**config.mk**
```make
export PLATFORM = sky130hd
export DESIGN_NAME = ffc_back
export DESIGN_NICKNAME = d
export VERILOG_FILES = /design/src/ffc_pkg.sv /design/src/ffc_back.sv
export SDC_FILE = /design/constraint.sdc
export NUM_CORES = 1
export LEC_CHECK = 0
export BUFFER_PORTS_ARGS = -buffer_cell sky130_fd_sc_hd__buf_2
export CAP_MARGIN = 20
export CORE_UTILIZATION = 35
export CTS_CLUSTER_DIAMETER = 60
export CTS_CLUSTER_SIZE = 25
export DETAILED_ROUTE_END_ITERATION = 12
export HOLD_SLACK_MARGIN = 0.15
export PLACE_DENSITY = 0.57
export SYNTH_ARGS = -nofsm -noshare
export SYNTH_HDL_FRONTEND = slang
export SYNTH_SLANG_ARGS = --single-unit
```
**constraint.sdc**
```tcl
create_clock -name clk -period 6.55 [get_ports clk]
set_clock_uncertainty 0.2 [all_clocks]
set_input_delay 0.655 -clock clk [delete_from_list [all_inputs] [get_ports clk]]
set_output_delay 0.655 -clock clk [all_outputs]
set_load 0.005 [all_outputs]
```
**src/ffc_pkg.sv**
```systemverilog
// ----------------------------------------------------------------------------
// ffc_pkg
// Shared types, constants and the byte-wide CRC-32 update for the frame
// check sequence checker.
// ----------------------------------------------------------------------------
`default_nettype none

package ffc_pkg;

  // Field widths fixed by the frame format.
  localparam int DATA_W   = 8;
  localparam int LEN_W    = 11;
  localparam int ADDR_W   = 48;
  localparam int CRC_W    = 32;
  localparam int STAT_W   = 2;
  localparam int IDX_W    = 3;

  // Frame layout in bytes.
  localparam int ADDR_BYTES   = 6;
  localparam int LEN_POS      = 12;
  localparam int HDR_BYTES    = 14;
  localparam int FCS_BYTES    = 4;

  // Default configuration.
  localparam int MAX_PAYLOAD_DEF = 1500;
  localparam int QUEUE_DEPTH_DEF = 2;

  localparam logic [CRC_W-1:0] CRC_POLY = 32'hEDB88320;
  localparam logic [CRC_W-1:0] CRC_INIT = 32'hFFFFFFFF;

  // What the back end does with one classified word.
  typedef enum logic [2:0] {
    ACT_ADDR    = 3'd0,  // destination byte: CRC and address compare
    ACT_HDR     = 3'd1,  // other header byte: CRC only
    ACT_PAY     = 3'd2,  // payload byte: CRC and pass out
    ACT_FCS     = 3'd3,  // FCS byte: collect
    ACT_FCS_END = 3'd4,  // last FCS byte: collect and report status
    ACT_LEN_ERR = 3'd5   // length field too large: report status
  } ffc_act_t;

  typedef enum logic [STAT_W-1:0] {
    ST_GOOD     = 2'd0,
    ST_LEN_BAD  = 2'd1,
    ST_FCS_BAD  = 2'd2,
    ST_ADDR_BAD = 2'd3
  } ffc_status_t;

  typedef enum logic {
    KIND_PAYLOAD = 1'b0,
    KIND_STATUS  = 1'b1
  } ffc_kind_t;

  // Classified word passed from the front end to the back end.
  typedef struct packed {
    ffc_act_t             act;
    logic                 start;
    logic [IDX_W-1:0]     idx;
    logic [DATA_W-1:0]    data;
    logic [LEN_W-1:0]     len;
  } ffc_cmd_t;

  // Result word as seen on the output queue.
  typedef struct packed {
    ffc_kind_t            kind;
    logic [DATA_W-1:0]    payload_byte;
    ffc_status_t          status;
    logic [LEN_W-1:0]     length;
  } ffc_res_t;

  // Reflected CRC-32 update over one byte, one bit per step.
  function automatic logic [CRC_W-1:0] crc_byte(input logic [CRC_W-1:0] crc,
                                                input logic [DATA_W-1:0] b);
    logic [CRC_W-1:0] c;
    c = crc ^ {{(CRC_W-DATA_W){1'b0}}, b};
    for (int k = 0; k < DATA_W; k++) begin
      if (c[0]) begin
        c = (c >> 1) ^ CRC_POLY;
      end else begin
        c = c >> 1;
      end
    end
    return c;
  endfunction

endpackage

`default_nettype wire

```
**src/ffc_back.sv**
```systemverilog
// ----------------------------------------------------------------------------
// ffc_back
// Frame checker: runs the CRC, compares the destination address, collects
// the received FCS and builds payload and status results.
// ----------------------------------------------------------------------------
`default_nettype none

module ffc_back import ffc_pkg::*; (
  input  wire logic              clk,
  input  wire logic              rst_n,
  input  wire logic              cfg_wr_en,
  input  wire logic [ADDR_W-1:0] cfg_wr_data,
  input  wire ffc_cmd_t          cmd,
  input  wire logic              cmd_valid,
  output logic                   cmd_pop,
  input  wire logic              res_full,
  output logic                   res_push,
  output ffc_res_t               res
);

  logic [ADDR_W-1:0] local_addr_r;
  logic [CRC_W-1:0]  crc_r, crc_nxt, crc_base, crc_upd;
  logic [CRC_W-1:0]  fcs_r, fcs_nxt, fcs_base;
  logic              mism_r, mism_nxt, mism_base;
  logic [DATA_W-1:0] want;

  assign cmd_pop   = cmd_valid & ~res_full;
  assign crc_base  = cmd.start ? CRC_INIT : crc_r;
  assign fcs_base  = cmd.start ? '0 : fcs_r;
  assign mism_base = cmd.start ? 1'b0 : mism_r;
  assign crc_upd   = crc_byte(crc_base, cmd.data);

  // Station address byte for the current destination position.
  always_comb begin
    unique case (cmd.idx)
      3'd0:    want = local_addr_r[47:40];
      3'd1:    want = local_addr_r[39:32];
      3'd2:    want = local_addr_r[31:24];
      3'd3:    want = local_addr_r[23:16];
      3'd4:    want = local_addr_r[15:8];
      default: want = local_addr_r[7:0];
    endcase
  end

  // Carry out one classified word.
  always_comb begin
    crc_nxt          = crc_base;
    fcs_nxt          = fcs_base;
    mism_nxt         = mism_base;
    res_push         = 1'b0;
    res.kind         = KIND_STATUS;
    res.payload_byte = '0;
    res.status       = ST_GOOD;
    res.length       = '0;
    unique case (cmd.act)
      ACT_ADDR: begin
        crc_nxt = crc_upd;
        if (want != cmd.data) begin
          mism_nxt = 1'b1;
        end
      end
      ACT_HDR: begin
        crc_nxt = crc_upd;
      end
      ACT_PAY: begin
        crc_nxt          = crc_upd;
        res_push         = 1'b1;
        res.kind         = KIND_PAYLOAD;
        res.payload_byte = cmd.data;
      end
      ACT_FCS: begin
        fcs_nxt = {fcs_base[CRC_W-DATA_W-1:0], cmd.data};
      end
      ACT_FCS_END: begin
        fcs_nxt  = {fcs_base[CRC_W-DATA_W-1:0], cmd.data};
        res_push = 1'b1;
        if (fcs_nxt != ~crc_base) begin
          res.status = ST_FCS_BAD;
        end else if (mism_base) begin
          res.status = ST_ADDR_BAD;
        end else begin
          res.status = ST_GOOD;
          res.length = cmd.len;
        end
      end
      ACT_LEN_ERR: begin
        res_push   = 1'b1;
        res.status = ST_LEN_BAD;
      end
      default: begin
        res_push = 1'b0;
      end
    endcase
    res_push = res_push & cmd_pop;
  end

  always_ff @(posedge clk) begin
    if (!rst_n) begin
      local_addr_r <= '0;
      crc_r        <= CRC_INIT;
      fcs_r        <= '0;
      mism_r       <= 1'b0;
    end else begin
      if (cfg_wr_en) begin
        local_addr_r <= cfg_wr_data;
      end
      if (cmd_pop) begin
        crc_r  <= crc_nxt;
        fcs_r  <= fcs_nxt;
        mism_r <= mism_nxt;
      end
    end
  end

`ifndef SYNTHESIS
  // A result is only produced while the result queue has room.
  assert property (@(posedge clk) disable iff (!rst_n) res_push |-> !res_full)
    else $error("ffc_back: result pushed into full queue");

  // A failed status never carries a length; only a good status reports one.
  assert property (@(posedge clk) disable iff (!rst_n)
    (res_push && res.kind == KIND_STATUS && res.status != ST_GOOD) |-> (res.length == '0))
    else $error("ffc_back: failed frame reports a length");

  // A start word resets the address check before it is evaluated.
  assert property (@(posedge clk) disable iff (!rst_n)
    (cmd_pop && cmd.start && cmd.act == ACT_ADDR && want == cmd.data) |=> !mism_r)
    else $error("ffc_back: stale address mismatch after frame start");
`endif

endmodule

`default_nettype wire

```
### Word level (Yosys, flattened, before mapping)

Index checks and enable logic that the tools add are counted.

| cells by class | value |
|---|---|
| equality and inequality tests | 11 |
| reduce and logical (&&, ||, !) cells | 5 |
| multiplexer cells | 24 |
| bitwise gates (word level) | 13 |

Operators with widths:

| operator | count |
|---|---|
| 32-bit two-way mux | 10 |
| 13-bit NOT with 14-bit output | 8 |
| 24-bit two-way mux | 2 |
| 8-bit case mux with 5 select lines | 1 |
| 11-bit two-way mux | 3 |
| 32-bit inequality test | 1 |
| 32-bit NOT | 1 |
| 32-bit by 8-bit XOR with 32-bit output | 1 |
| 3-bit by 2-bit equality test with 1-bit output (second input constant) | 4 |
| 3-bit equality test (second input constant) | 3 |
| 9-bit two-way mux | 1 |
| 8-bit inequality test | 1 |
| 3-bit by 1-bit equality test with 1-bit output (second input constant) | 2 |
| 3-bit logical NOT | 2 |
| 3-bit OR reduction | 2 |
| 1-bit two-way mux | 4 |
| 2-bit two-way mux | 2 |
| 2-bit case mux with 2 select lines | 1 |
| 1-bit bitwise AND | 2 |
| 2-bit OR reduction | 1 |
| 1-bit NOT | 1 |

| storage, ports and cells | value |
|---|---|
| logic and storage cells | 57 |
| input port bits | 79 |
| flip-flop bits (word level) | 105 |
| output and inout bits | 24 |

### Logic depth before layout (Yosys ltp)

| depth | value |
|---|---|
| word-level depth | 19 |
| depth in mapped cells | 13 |
| gate-level depth less buffers | 9 |

### Worst setup path after synthesis

Ideal clock, no wire load.

| timing | value |
|---|---|
| path type | input-to-output |
| from | input port cmd[22] (netlist name) |
| to | output port res[0] (netlist name) |
| cell stages on the path | 13 |
| required time | 5.695 ns |
| data arrival time | 2.741 ns |
| setup slack | 2.954 ns |
| cell sequence | buf_4 -> buf_2 -> buf_1 -> nor2_1 -> xnor2_1 -> ha_1 -> nand3_1 -> nor4_1 -> nand4_1 -> o22ai_1 -> and4_1 -> clkbuf_1 -> and2_1 |

RTL lines:

| item | line | text |
|---|---|---|
| start: declaration | ffc_back.sv:13 | `input wire ffc_cmd_t cmd,` |
| end: declaration | ffc_back.sv:18 | `output ffc_res_t res` |

==> results.sh <==
export IMPL_outcome="finished clean"
export IMPL_h_tree_depth=3
export IMPL_grt_overflow_total=0
export IMPL_core_area_um2=16500
export IMPL_slowest_delay_ps=610
export IMPL_port_buffers=102
export IMPL_postCtsHoldBufs=0
export IMPL_p_int_mw=1.18
export IMPL_p_sw_mw=0.452
export IMPL_p_comb_frac=0.225
export IMPL_critPathArrivalTime_ps=3410
export IMPL_ys_ff_latch=105
export IMPL_hold_worst_slack_ps=294
export IMPL_endpoint_kind="primary output"
export IMPL_yosysSeqAreaShare=0.355
export IMPL_grt_start_max_net_pins=75
export IMPL_synth_edff_count=0
export IMPL_reg2reg_slack_ps=4030
export IMPL_fin_nets=798
export IMPL_drt_initial_drc_count=235
export IMPL_setup_viol=0
export IMPL_hold_viol=0
export IMPL_start_util=0.358
export IMPL_layout_commonest_cell="nor2_1"
export IMPL_yosysTopAreaCellShare=0.355
export IMPL_viasPerCell=5.18
export IMPL_path_clk_slew_ps=70
export IMPL_min_path_type="flop to flop"
export IMPL_cap_violations=0
export IMPL_worstSetupStartpointType="input pin"
export IMPL_die_h_um=132
export IMPL_layout_common_cells="nor2_1, dfxtp_1, buf_2"
export IMPL_antenna_found_initial=1
export IMPL_rsz0062_at_grt="no"
export IMPL_crit_chain="buf_2, nor2_1, xnor2_2, ha_1, nand3_1, nor4_1, nand4_1, o22ai_1, and4_1, and2_1, buf_2"
export IMPL_postCtsSetupRepairBufs=0
export IMPL_synth_area_leaders="dfxtp_1, mux2i_1, xnor2_1"
export IMPL_drive_gt1_frac=0.194
export IMPL_placed_area_um2=6530
export IMPL_antenna_cells=0
export IMPL_cts_sinks=105
export IMPL_clkPwrFrac=0.350
export IMPL_ant_nets=0
export IMPL_gp_routability_congestion=0.861
export IMPL_path_common_cell="buf_2"
export IMPL_power_per_cell_area_nw_per_um2=238
export IMPL_drv_slew=0
export IMPL_avgRoutedWirePerCell_um=17.8
export IMPL_root_buffer="clkbuf_16"
export IMPL_synth_warnings=0
export IMPL_synth_main_ff_cell="dfxtp_1"
export IMPL_max_freq_ghz=0.234
export IMPL_die_area_um2=17400
export IMPL_grt_total_usage=0.196
export IMPL_tns_ps=0
export IMPL_synth_distinct_cells=55
export IMPL_route_detailed_drc=0
export IMPL_cts_resized=0
export IMPL_clockBufferDepth=2
export IMPL_crit_family="simple AND/OR/NAND/NOR gates"
export IMPL_crit_slowest_cell="buf_2"
export IMPL_async_reset_ff_frac=0
export IMPL_netlist_area_um2=5910
export IMPL_finalCriticalPeriod_ps=4270
export IMPL_synth_largest_area_cell="dfxtp_1"
export IMPL_critical_path_depth=11
export IMPL_num_fill_cells=1672
export IMPL_r2r_cells=6
export IMPL_grt_pass1_wl_mm=26.2
export IMPL_totalWireLength_mm=16.7
export IMPL_period_share=0.652
export IMPL_numCtsBuffers=9
export IMPL_grt_pass1_vias=4842
export IMPL_vias=4871
export IMPL_tritoncts="built"
export IMPL_path_class="input pin to primary output"
export IMPL_syn2layout_area_growth_pct=15.7
export IMPL_crit_fanout=40
export IMPL_hold_path_depth=2
export IMPL_fp_row_count=47
export IMPL_drtPass1Iterations=5
export IMPL_avgSynthCellArea_um2=9.17
export IMPL_clk_latency_ps=350
export IMPL_synth_cells=645
export IMPL_max_slew_margin=0.314
export IMPL_worst_path_buf_inv=2
export IMPL_worstMarginPinSlew_ps=1030
export IMPL_dp_hpwl_mm=12.3
export IMPL_fin_area_um2=6840
export IMPL_p_leak_nw=2.95
export IMPL_p_seq_frac=0.425
export IMPL_vdd_drop_max_uv=135
export IMPL_io_pins=103
export IMPL_crit_required_ps=5690
export IMPL_syn_nets=727
export IMPL_die_w_um=132
export IMPL_swShare=0.277
==> Yosys cell counts, drive strengths merged (12+ instances only) <==
library cell and instances:
buf 18, clkbuf 29, a22oi 24, mux2i 57
xnor2 58, nor2 123, o22ai 31, and2 13
o21ai 14, nand2b 13, nand2 38, xnor3 12
dfxtp 105, xor2 17
==> power by group through the flow <==
stage | logic (mW) | clock network, mW | registers, mW
6_report | 0.366 | 0.571 | 0.692
5_1_grt | 0.394 | 0.612 | 0.695
4_1_cts | 0.369 | 0.586 | 0.692
3_5_place_dp | 0.367 | 0 | 0.707
3_3_place_gp | 0.363 | 0 | 0.706
2_1_floorplan | 0.281 | 0 | 0.695
==> area by class of cell <==
type / instances / area (um^2) / share of cell area
Inverter: 5 / 18.8 / 0.00274
Multi-Input combinational cell: 488 / 3590 / 0.524
Clock inverter: 5 / 60.1 / 0.00878
Sequential cell: 105 / 2100 / 0.307
Clock buffer: 11 / 253 / 0.0369
Tap cell: 220 / 275 / 0.0402
Timing Repair Buffer: 107 / 548 / 0.0801
==> worst paths after layout <==
kind	startpoint	endpoint
worst max-delay path	cmd[22]	res[7]
worst min-delay path	local_addr_r[44]	local_addr_r[44]
worst max register to register	crc_r[6]	crc_r[20]
worst min register to register	local_addr_r[44]	local_addr_r[44]
==> kinds of logic after synthesis <==
family,count (synthesis),share of synthesized area
adder cells (fa/ha/maj),3,0.00635
XOR/XNOR,92,0.189
AO/OA/AOI/OAI,113,0.136
AND/OR/NAND/NOR,218,0.165
buffers and inverters,52,0.0379
multiplexers,62,0.110
flip-flops,105,0.355
==> metal layers <==
metal	vias up	GRT usage	wire length, um
li1	2391	-	-
met1	2337	0.235	7230
met2	119	0.343	8380
met3	24	0.0461	769
met4	0	0.0672	336
met5	-	0	0
==> worst min-delay path: stages (launching register included) <==
cell and delay, ps:
dfxtp_1 330, mux2i_1 60, nor2_1 70
==> flip-flops by register name, summed over array words and instances (netlist names) <==
signal	count
local_addr_r	48
crc_r	32
fcs_r	24
mism_r	1
==> through the flow <==
step / worst slack [ps] / utilization / power (mW) / instances
2_1_floorplan: 2950 / - / 0.976 / 645
3_3_place_gp: 2400 / 0.395 / 1.07 / 925
3_5_place_dp: 2300 / 0.395 / 1.07 / 925
4_1_cts: 2300 / 0.414 / 1.65 / 941
5_1_grt: 2050 / 0.414 / 1.70 / 941
6_report: 2280 / 0.414 / 1.63 / 941
Power figures use the tool's default switching activity.
